`src/hdl/random_probe_hash_table_macros.svh`:
```
// Assertion macros for the random probe hash table.
// RPHT_ASSERT_IMP checks a same-cycle implication, RPHT_ASSERT_NXT one
// that spans into the next cycle. Both are off while reset is low.
`ifndef RANDOM_PROBE_HASH_TABLE_MACROS_SVH
`define RANDOM_PROBE_HASH_TABLE_MACROS_SVH
`ifndef SYNTHESIS
`define RPHT_ASSERT_IMP(lbl, clk, rst_n, ante, cons) \
    lbl: assert property (@(posedge clk) disable iff (!rst_n) (ante) |-> (cons)) \
        else $error("rpht: check failed");
`define RPHT_ASSERT_NXT(lbl, clk, rst_n, ante, cons) \
    lbl: assert property (@(posedge clk) disable iff (!rst_n) (ante) |=> (cons)) \
        else $error("rpht: check failed");
`else
`define RPHT_ASSERT_IMP(lbl, clk, rst_n, ante, cons)
`define RPHT_ASSERT_NXT(lbl, clk, rst_n, ante, cons)
`endif
`endif

```
`src/hdl/rpht_pkg.sv`:
```
`default_nettype none

package rpht_pkg;

    // table geometry
    localparam int DEF_BUCKETS = 8;
    localparam int NUM_OFFSETS = 7;
    localparam int OFF_W       = 3;
    localparam int OFF_IDX_W   = 3;
    localparam int KEY_W       = 31;
    localparam int DIGIT_W     = 4;

    // result field widths
    localparam int STATUS_W = 2;
    localparam int BUCKET_W = 3;
    localparam int PROBES_W = 4;

    // configuration port
    localparam int CFG_IDX_W  = 3;
    localparam int CFG_DATA_W = 3;

    // request codes
    localparam logic REQ_INSERT = 1'b0;
    localparam logic REQ_SEARCH = 1'b1;

    typedef enum logic [STATUS_W-1:0] {
        ST_INSERTED = 2'd0,
        ST_FULL     = 2'd1,
        ST_FOUND    = 2'd2,
        ST_MISS     = 2'd3
    } t_status;

    typedef struct packed {
        logic             req_type;
        logic [KEY_W-1:0] key;
    } t_in_word;

    typedef struct packed {
        t_status             status;
        logic [BUCKET_W-1:0] bucket;
        logic [PROBES_W-1:0] probes;
    } t_out_word;

endpackage

`default_nettype wire

```
`src/hdl/random_probe_hash_table.sv`:
```
// Open-addressed hash table of BUCKETS key slots with random probing.
// Input channel (i_in_valid / o_in_stall) takes one request word: insert
// or search of a 31-bit key. Output channel (o_out_valid / i_out_stall)
// returns one result word per request: status, bucket and probe count.
// Probe offsets 1..7 are written on the config port (i_cfg_we, i_cfg_idx,
// i_cfg_data); index 7 is ignored. The user must write them only while the
// table is idle; the block does not enforce this. One request at a time.
// Probes issue one per cycle through the key memory read port; the
// registered read data is compared in the next stage and the result word
// is loaded in S_FINISH. When BUCKETS is not a power of two the home
// bucket is first reduced four key bits per cycle in S_HOME.
// The result stays in the output register while i_out_stall is high; a
// new request may be taken meanwhile but cannot finish until the
// register is free. Reset empties the table (all slots invalid), resets
// offsets to 1..7 and drops any pending result.
`default_nettype none
`include "random_probe_hash_table_macros.svh"

module random_probe_hash_table #(
    parameter int BUCKETS = rpht_pkg::DEF_BUCKETS
) (
    input  wire logic                          i_clk,
    input  wire logic                          i_rst_n,
    input  wire logic                          i_in_valid,
    output logic                               o_in_stall,
    input  wire rpht_pkg::t_in_word            i_in_word,
    output logic                               o_out_valid,
    input  wire logic                          i_out_stall,
    output rpht_pkg::t_out_word                o_out_word,
    input  wire logic                          i_cfg_we,
    input  wire logic [rpht_pkg::CFG_IDX_W-1:0]  i_cfg_idx,
    input  wire logic [rpht_pkg::CFG_DATA_W-1:0] i_cfg_data
);
    import rpht_pkg::*;

    localparam int  SLOT_W     = $clog2(BUCKETS);
    localparam int  VAL_W      = $clog2(2 * BUCKETS + 7);
    localparam bit  IS_POW2    = (BUCKETS & (BUCKETS - 1)) == 0;
    localparam int  KEY_DIGITS = (KEY_W + DIGIT_W - 1) / DIGIT_W;
    localparam int  SHIFT_W    = KEY_DIGITS * DIGIT_W;
    localparam int  DCNT_W     = $clog2(KEY_DIGITS);
    localparam int  BKT_EXT_W  = (SLOT_W > BUCKET_W) ? SLOT_W : BUCKET_W;
    localparam int  PRB_EXT_W  = (SLOT_W + 1 > PROBES_W) ? SLOT_W + 1 : PROBES_W;
    localparam logic [SLOT_W-1:0]    LAST_PROBE = SLOT_W'(BUCKETS - 1);
    localparam logic [OFF_IDX_W-1:0] LAST_OFF   = OFF_IDX_W'(NUM_OFFSETS - 1);

    typedef enum logic [1:0] {
        S_IDLE,
        S_HOME,
        S_PROBE,
        S_FINISH
    } t_state;

    t_state               r_state;
    logic [OFF_W-1:0]     r_offset [NUM_OFFSETS];
    logic                 r_search;
    logic [KEY_W-1:0]     r_key;
    logic [SHIFT_W-1:0]   r_shift;
    logic [DCNT_W-1:0]    r_dig_cnt;
    logic [SLOT_W-1:0]    r_home;
    logic                 r_iss_active;
    logic [SLOT_W-1:0]    r_iss_idx;
    logic [OFF_IDX_W-1:0] r_off_idx;
    logic                 r_cmp_vld;
    logic [SLOT_W-1:0]    r_cmp_idx;
    logic [SLOT_W-1:0]    r_cmp_slot;
    t_out_word            r_res;
    logic                 r_out_valid;
    t_out_word            r_out_word;

    logic                 in_accept;
    logic                 unit_shift;
    logic [VAL_W-1:0]     unit_base;
    logic [DIGIT_W-1:0]   unit_digits;
    logic [SLOT_W-1:0]    unit_rem;
    logic [SLOT_W-1:0]    iss_slot;
    logic                 rd_en;
    logic [KEY_W-1:0]     st_rd_key;
    logic                 st_rd_valid;
    logic                 wr_en;
    logic                 hit_empty;
    logic                 hit_match;
    logic                 cmp_done;
    logic [SLOT_W:0]      probe_cnt;
    logic [BKT_EXT_W-1:0] bkt_ext;
    logic [PRB_EXT_W-1:0] prb_ext;
    t_out_word            cmp_res;

    assign in_accept  = i_in_valid && !o_in_stall;
    assign o_in_stall = (r_state != S_IDLE);

    // shared unit: key reduction in S_HOME, home + offset otherwise
    always_comb begin
        if (r_state == S_HOME) begin
            unit_shift  = 1'b1;
            unit_base   = VAL_W'(r_home);
            unit_digits = r_shift[SHIFT_W-1 -: DIGIT_W];
        end else begin
            unit_shift  = 1'b0;
            unit_base   = VAL_W'(r_home) + VAL_W'(r_offset[r_off_idx]);
            unit_digits = '0;
        end
    end

    rpht_mod_unit #(
        .BUCKETS (BUCKETS)
    ) u_mod (
        .i_shift  (unit_shift),
        .i_base   (unit_base),
        .i_digits (unit_digits),
        .o_rem    (unit_rem)
    );

    // probe issue: home slot first, then offset slots
    assign iss_slot = (r_iss_idx == '0) ? r_home : unit_rem;
    assign rd_en    = (r_state == S_PROBE) && r_iss_active;

    // compare stage, in the cycle after issue
    assign hit_empty = !st_rd_valid;
    assign hit_match = r_search && st_rd_valid && (st_rd_key == r_key);
    assign cmp_done  = r_cmp_vld && (hit_empty || hit_match || (r_cmp_idx == LAST_PROBE));
    assign wr_en     = r_cmp_vld && hit_empty && !r_search;

    rpht_slot_store #(
        .BUCKETS (BUCKETS)
    ) u_store (
        .i_clk      (i_clk),
        .i_rst_n    (i_rst_n),
        .i_rd_en    (rd_en),
        .i_rd_addr  (iss_slot),
        .o_rd_key   (st_rd_key),
        .o_rd_valid (st_rd_valid),
        .i_wr_en    (wr_en),
        .i_wr_addr  (r_cmp_slot),
        .i_wr_key   (r_key)
    );

    // result word of the terminating probe
    always_comb begin
        probe_cnt = {1'b0, r_cmp_idx} + (SLOT_W + 1)'(1);
        prb_ext   = PRB_EXT_W'(probe_cnt);
        bkt_ext   = BKT_EXT_W'(r_cmp_slot);
        cmp_res.probes = prb_ext[PROBES_W-1:0];
        cmp_res.bucket = '0;
        if (hit_empty) begin
            if (r_search) begin
                cmp_res.status = ST_MISS;
            end else begin
                cmp_res.status = ST_INSERTED;
                cmp_res.bucket = bkt_ext[BUCKET_W-1:0];
            end
        end else if (hit_match) begin
            cmp_res.status = ST_FOUND;
            cmp_res.bucket = bkt_ext[BUCKET_W-1:0];
        end else if (r_search) begin
            cmp_res.status = ST_MISS;
        end else begin
            cmp_res.status = ST_FULL;
        end
    end

    // offset registers
    always_ff @(posedge i_clk) begin
        if (!i_rst_n) begin
            for (int i = 0; i < NUM_OFFSETS; i++) begin
                r_offset[i] <= OFF_W'(i + 1);
            end
        end else if (i_cfg_we && (i_cfg_idx < CFG_IDX_W'(NUM_OFFSETS))) begin
            r_offset[i_cfg_idx] <= i_cfg_data;
        end
    end

    // request payload
    always_ff @(posedge i_clk) begin
        if (in_accept) begin
            r_search <= (i_in_word.req_type == REQ_SEARCH);
            r_key    <= i_in_word.key;
            r_shift  <= SHIFT_W'(i_in_word.key);
        end else if (r_state == S_HOME) begin
            r_shift  <= r_shift << DIGIT_W;
        end
    end

    // compare stage payload
    always_ff @(posedge i_clk) begin
        if (rd_en) begin
            r_cmp_idx  <= r_iss_idx;
            r_cmp_slot <= iss_slot;
        end
        if (cmp_done) begin
            r_res <= cmp_res;
        end
    end

    // sequencer and output register
    always_ff @(posedge i_clk) begin
        if (!i_rst_n) begin
            r_state      <= S_IDLE;
            r_dig_cnt    <= '0;
            r_home       <= '0;
            r_iss_active <= 1'b0;
            r_iss_idx    <= '0;
            r_off_idx    <= '0;
            r_cmp_vld    <= 1'b0;
            r_out_valid  <= 1'b0;
        end else begin
            // a word taken while a new one loads is handled in S_FINISH
            if (r_out_valid && !i_out_stall && (r_state != S_FINISH)) begin
                r_out_valid <= 1'b0;
            end
            case (r_state)
                S_IDLE: begin
                    if (in_accept) begin
                        r_iss_idx <= '0;
                        r_off_idx <= '0;
                        r_cmp_vld <= 1'b0;
                        if (IS_POW2) begin
                            r_home       <= i_in_word.key[SLOT_W-1:0];
                            r_iss_active <= 1'b1;
                            r_state      <= S_PROBE;
                        end else begin
                            r_home    <= '0;
                            r_dig_cnt <= '0;
                            r_state   <= S_HOME;
                        end
                    end
                end
                S_HOME: begin
                    r_home    <= unit_rem;
                    r_dig_cnt <= r_dig_cnt + DCNT_W'(1);
                    if (r_dig_cnt == DCNT_W'(KEY_DIGITS - 1)) begin
                        r_iss_active <= 1'b1;
                        r_state      <= S_PROBE;
                    end
                end
                S_PROBE: begin
                    if (cmp_done) begin
                        r_iss_active <= 1'b0;
                        r_cmp_vld    <= 1'b0;
                        r_state      <= S_FINISH;
                    end else begin
                        r_cmp_vld <= r_iss_active;
                        if (r_iss_active) begin
                            if (r_iss_idx == LAST_PROBE) begin
                                r_iss_active <= 1'b0;
                            end else begin
                                r_iss_idx <= r_iss_idx + SLOT_W'(1);
                            end
                            if (r_iss_idx != '0) begin
                                r_off_idx <= (r_off_idx == LAST_OFF) ? '0
                                           : r_off_idx + OFF_IDX_W'(1);
                            end
                        end
                    end
                end
                S_FINISH: begin
                    if (!r_out_valid || !i_out_stall) begin
                        r_out_valid <= 1'b1;
                        r_state     <= S_IDLE;
                    end
                end
                default: begin
                    r_state <= S_IDLE;
                end
            endcase
        end
    end

    always_ff @(posedge i_clk) begin
        if ((r_state == S_FINISH) && (!r_out_valid || !i_out_stall)) begin
            r_out_word <= r_res;
        end
    end

    assign o_out_valid = r_out_valid;
    assign o_out_word  = r_out_word;

    // checks
    `RPHT_ASSERT_IMP(a_cmp_in_probe, i_clk, i_rst_n, r_cmp_vld, r_state == S_PROBE)
    `RPHT_ASSERT_IMP(a_finish_quiet, i_clk, i_rst_n, r_state == S_FINISH, !r_iss_active && !r_cmp_vld)
    `RPHT_ASSERT_NXT(a_accept_busy, i_clk, i_rst_n, in_accept, r_state != S_IDLE)
    `RPHT_ASSERT_IMP(a_out_from_finish, i_clk, i_rst_n, $rose(r_out_valid), $past(r_state == S_FINISH))

endmodule

`default_nettype wire

```
`src/hdl/rpht_mod_unit.sv`:
```
`default_nettype none

// Shared remainder unit: four conditional subtract steps per cycle.
// Shift mode folds four key bits into a running remainder; add mode
// reduces home bucket plus offset back into the table range.
module rpht_mod_unit #(
    parameter int  BUCKETS = rpht_pkg::DEF_BUCKETS,
    localparam int SLOT_W  = $clog2(BUCKETS),
    localparam int VAL_W   = $clog2(2 * BUCKETS + 7)
) (
    input  wire logic                        i_shift,
    input  wire logic [VAL_W-1:0]            i_base,
    input  wire logic [rpht_pkg::DIGIT_W-1:0] i_digits,
    output logic      [SLOT_W-1:0]           o_rem
);
    import rpht_pkg::*;

    logic [VAL_W-1:0] v;

    always_comb begin
        v = i_base;
        for (int s = 0; s < DIGIT_W; s++) begin
            if (i_shift) begin
                v = {v[VAL_W-2:0], i_digits[DIGIT_W-1-s]};
            end
            if (v >= VAL_W'(BUCKETS)) begin
                v = v - VAL_W'(BUCKETS);
            end
        end
        o_rem = v[SLOT_W-1:0];
    end

endmodule

`default_nettype wire

```
`src/hdl/rpht_slot_store.sv`:
```
`default_nettype none

// Key memory with one read and one write port, registered read data.
// Valid bits live in flops and clear at reset.
module rpht_slot_store #(
    parameter int  BUCKETS = rpht_pkg::DEF_BUCKETS,
    localparam int SLOT_W  = $clog2(BUCKETS)
) (
    input  wire logic                      i_clk,
    input  wire logic                      i_rst_n,
    input  wire logic                      i_rd_en,
    input  wire logic [SLOT_W-1:0]         i_rd_addr,
    output logic      [rpht_pkg::KEY_W-1:0] o_rd_key,
    output logic                           o_rd_valid,
    input  wire logic                      i_wr_en,
    input  wire logic [SLOT_W-1:0]         i_wr_addr,
    input  wire logic [rpht_pkg::KEY_W-1:0] i_wr_key
);
    import rpht_pkg::*;

    logic [KEY_W-1:0]   r_mem [BUCKETS];
    logic [BUCKETS-1:0] r_valid;
    logic [KEY_W-1:0]   r_rd_key;
    logic               r_rd_valid;

    // key array, no reset
    always_ff @(posedge i_clk) begin
        if (i_wr_en) begin
            r_mem[i_wr_addr] <= i_wr_key;
        end
        if (i_rd_en) begin
            r_rd_key <= r_mem[i_rd_addr];
        end
    end

    // occupancy flags
    always_ff @(posedge i_clk) begin
        if (!i_rst_n) begin
            r_valid <= '0;
        end else if (i_wr_en) begin
            r_valid[i_wr_addr] <= 1'b1;
        end
    end

    always_ff @(posedge i_clk) begin
        if (i_rd_en) begin
            r_rd_valid <= r_valid[i_rd_addr];
        end
    end

    assign o_rd_key   = r_rd_key;
    assign o_rd_valid = r_rd_valid;

endmodule

`default_nettype wire
```
`config.mk`:
```
export PLATFORM = sky130hd
export DESIGN_NAME = random_probe_hash_table
export DESIGN_NICKNAME = d
export VERILOG_FILES = /design/src/hdl/rpht_pkg.sv /design/src/hdl/random_probe_hash_table.sv /design/src/hdl/rpht_mod_unit.sv /design/src/hdl/rpht_slot_store.sv
export VERILOG_INCLUDE_DIRS = /design/src /design/src/hdl
export SDC_FILE = /design/constraint.sdc
export NUM_CORES = 1
export LEC_CHECK = 0
export ABC_CLOCK_PERIOD_IN_PS = 4700
export BUFFER_PORTS_ARGS = -buffer_cell sky130_fd_sc_hd__buf_2
export CORE_MARGIN = 4
export CORE_UTILIZATION = 60
export CTS_CLUSTER_SIZE = 12
export DETAILED_ROUTE_END_ITERATION = 7
export GPL_TIMING_DRIVEN = 0
export PLACE_DENSITY_LB_ADDON = 0.15
export SKIP_CTS_REPAIR_TIMING = 1
export SLEW_MARGIN = 0
export SYNTH_ARGS = -nofsm -noshare
export SYNTH_HDL_FRONTEND = slang
export SYNTH_SLANG_ARGS = --single-unit
```
`constraint.sdc`:
```
create_clock -name i_clk -period 4.7 [get_ports i_clk]
set_clock_uncertainty 0.1 [all_clocks]
set_input_delay 0.94 -clock i_clk [delete_from_list [all_inputs] [get_ports i_clk]]
set_output_delay 0.94 -clock i_clk [all_outputs]
set_load 0.01 [all_outputs]
```
==> metrics.txt <==
CP Max Fanout=10; maximum number of pins on one net before global-route repair=25; P&R area growth vs syn=13.57%; Worst Path Required=4890 ps; share of flip-flops with an asynchronous set or reset=0%; worst reg-to-reg path cell count=13; Placed Area=17360 sq um; Routed WL=39.13 mm; Leak Pwr=6.497 nW; CP Class=reg -> reg; DRT Pass-1 Iters=8; Area contributors post-synth=edfxtp_1 (70%), nand2_1 (6.4%), dfxtp_1 (3.8%), nand3_1 (2.0%), a311oi_1 (1.7%); yosys warns=0; #FFs+latches synth=412; Max Root-Sink Buffers=3; initial antenna violation count=0; pwr dens=451.9 nW/um^2; slowest CP cell=clkbuf_1; Initial Util=60.94%; site row count=60; Yosys cell types=55; Switching Share=25.59%; Int Pwr=6.254 mW; Slew HR=31.41%; # diodes=0; Placer Congestion=0.8150; Synth top area share=69.85%; sequential share of the synthesized area=73.64%; Final Critical Period=4545 ps; drt via density=6.152; gr usage total=25.96%; remaining global-route overflow=0; Post-Syn Instances=1189; Avg Cell Area, Syn=13.77 sq um; DRT antenna net count=0; initial drt markers=1300; Hold Path Class=reg -> reg; CP Capture Type=register; top cells by count, synth=edfxtp_1 (381), nand2_1 (281), nand3_1 (67); P_sw=2.151 mW; Port Buf Inserts=51; # fillers=1851; global-route wire length before repair=59.37 mm; Hold Path Depth=0; top_reg_cell synth=edfxtp_1; CP most frequent cell=buf_2; IO Pins=54; root buffer cell=clkbuf_16; Worst Min Path Start=r_res[2]$_DFFE_PP_; Max VDD drop=0.0003977 V; Core Area=26880 sq um; share of layout cells above drive strength 1=11.72%; CP cell instances=buf_2 -> mux4_2 -> mux2_2 -> ha_1 -> inv_1 -> fa_1 -> o211ai_2 -> nand2_1 -> inv_2 -> buf_2 -> clkbuf_1 -> nand3_1 -> a31o_1; RSZ-0062 raised after global routing=false; hpwl dp=25.52 mm; Die Y=173.2 um; Clk pwr share=36.0%; CP max stage delay=600 ps; arrival time at the worst endpoint=4730 ps; RR Endpoint=u_store.o_rd_key[30]$_DFFE_PP_; full die area=30010 sq um; Worst-Skew Late Latency=540 ps; Max-Cap Viols=0; Remaining DRCs=0; Vias=10290; Seq pwr share=50.9%; status=finished, final reports clean; Peak Freq=0.2200 GHz; Combinational Power Share=13.1%; Finished Cell Area=18600 sq um; Slew @ Worst Pin=1023 ps; number of global-route vias before repair=10010; Mapped Area=16380 sq um; post-route setup TNS=0 ps; DR WL/cell=23.40 um; die width=173.2 um; number of synthesized flops with an enable pin=381; Hold Path Sink=o_out_word[2]$_DFFE_PP_; period utilization=96.70%; clk slew on worst S/H paths=60 ps; Synth area leader=edfxtp_1; most numerous cell in the Yosys netlist=edfxtp_1; Clock Sink Count=412; Final setup viols=0; cts bufs inserted=42; R2R Setup Slk=160 ps; final net count=1352; Worst setup SP type=register; H-tree depth=2; CTS tree=built; endpoints failing hold=0; Final Max Slew Viols=0
[layer usage]
metal	GRT usage, %	up-vias	part of all wire (%)	routed length, um
li1	-	4655	-	-
met3	3.686	79	8.7	3423
met2	41.69	495	47	18500
met1	38.18	5057	41	16220
met4	6.917	0	2.5	981
met5	0	-	0	0
[critical path, delay by kind of cell, from the launching register on]
kind                       cells  cell delay (ps)
muxes                          2              830
AOI/OAI and AO/OA              2              730
buffers and inverters          5             1230
adders and majority gates      2              600
DFF                            1              300
and+or+nand+nor                2              480
[cell families after synthesis]
kind of cell	synth area share, %
compound gates	7.563
simple gates	13.01
other cells	0.02290
buf+inv	2.277
flops	73.64
xor+xnor	1.551
fa+ha+maj	0.7334
mux	1.199
[layout by cell type (no fill, tap or decap), drive strengths merged, types with 32 or more instances in the layout]
cell type | synthesis | final
edfxtp | 381 | 381
nand2 | 281 | 281
clkbuf | 48 | 114
buf | 25 | 90
nand3 | 67 | 67
and3 | 38 | 38
nor2 | 38 | 38
a211oi | 33 | 33
a31o | 33 | 33
a311oi | 32 | 32
[metrics by stage]
stage / worst slack, ps / utilization, % / hold slack [ps] / cells / power (mW)
2_1_floorplan: 1229 / - / 300.3 / 1191 / 5.019
3_3_place_gp: -898.4 / 63.51 / 304.1 / 1583 / 5.404
3_5_place_dp: 142.3 / 64.61 / 305.4 / 1597 / 5.436
4_1_cts: 119.0 / 69.20 / 318.1 / 1672 / 8.415
5_1_grt: 19.71 / 69.21 / 323.1 / 1672 / 8.708
6_report: 155.1 / 69.21 / 314.3 / 1672 / 8.405
[worst max-delay path by stage]
| stage | cells after the start | slack [ps] | to | from |
|---|---|---|---|---|
| finish | 13 | 160 | u_store.o_rd_key[30]$_DFFE_PP_ | register |
| global route | 13 | 20 | u_store.o_rd_key[12]$_DFFE_PP_ | register |
| CTS | 14 | 120 | u_store.o_rd_key[16]$_DFFE_PP_ | register |
| detailed placement | 14 | 140 | u_store.o_rd_key[16]$_DFFE_PP_ | register |
| global placement | 3 | -900 | u_store.r_mem[0][20]$_DFFE_PP_ | u_store.o_rd_valid$_DFFE_PP_ |
| floorplan | 14 | 1230 | u_store.o_rd_key[12]$_DFFE_PP_ | register |
[flip-flops by register name, summed over array words and instances, names as in the netlist, 8 cells and up, named ones only]
name	flops
r_key	31
u_store.o_rd_key	31
u_store.r_valid	8
r_offset	24
r_res	9
u_store.r_mem	248
r_shift	24
o_out_word	9
[layout make-up]
type	count	area [sq um]	share of cell area, %
clock inverter	9	61.31	0.3296
sequential	412	12060	64.85
inverter	15	56.30	0.3027
tap	341	426.7	2.294
multi-input combinational	691	4008	21.55
buffer	73	320.3	1.722
clock buffer	66	1172	6.303
timing repair buffer	65	494.2	2.657
[power groups by stage]
stage	Sequential, mW	Combinational, mW	Clock, mW
floorplan	4.32	0.699	0
global placement	4.35	1.06	0
detailed placement	4.35	1.09	0
CTS	4.27	1.09	3.05
global route	4.29	1.20	3.22
finish	4.28	1.10	3.03
No activity file was read; power rests on OpenSTA's default activity.
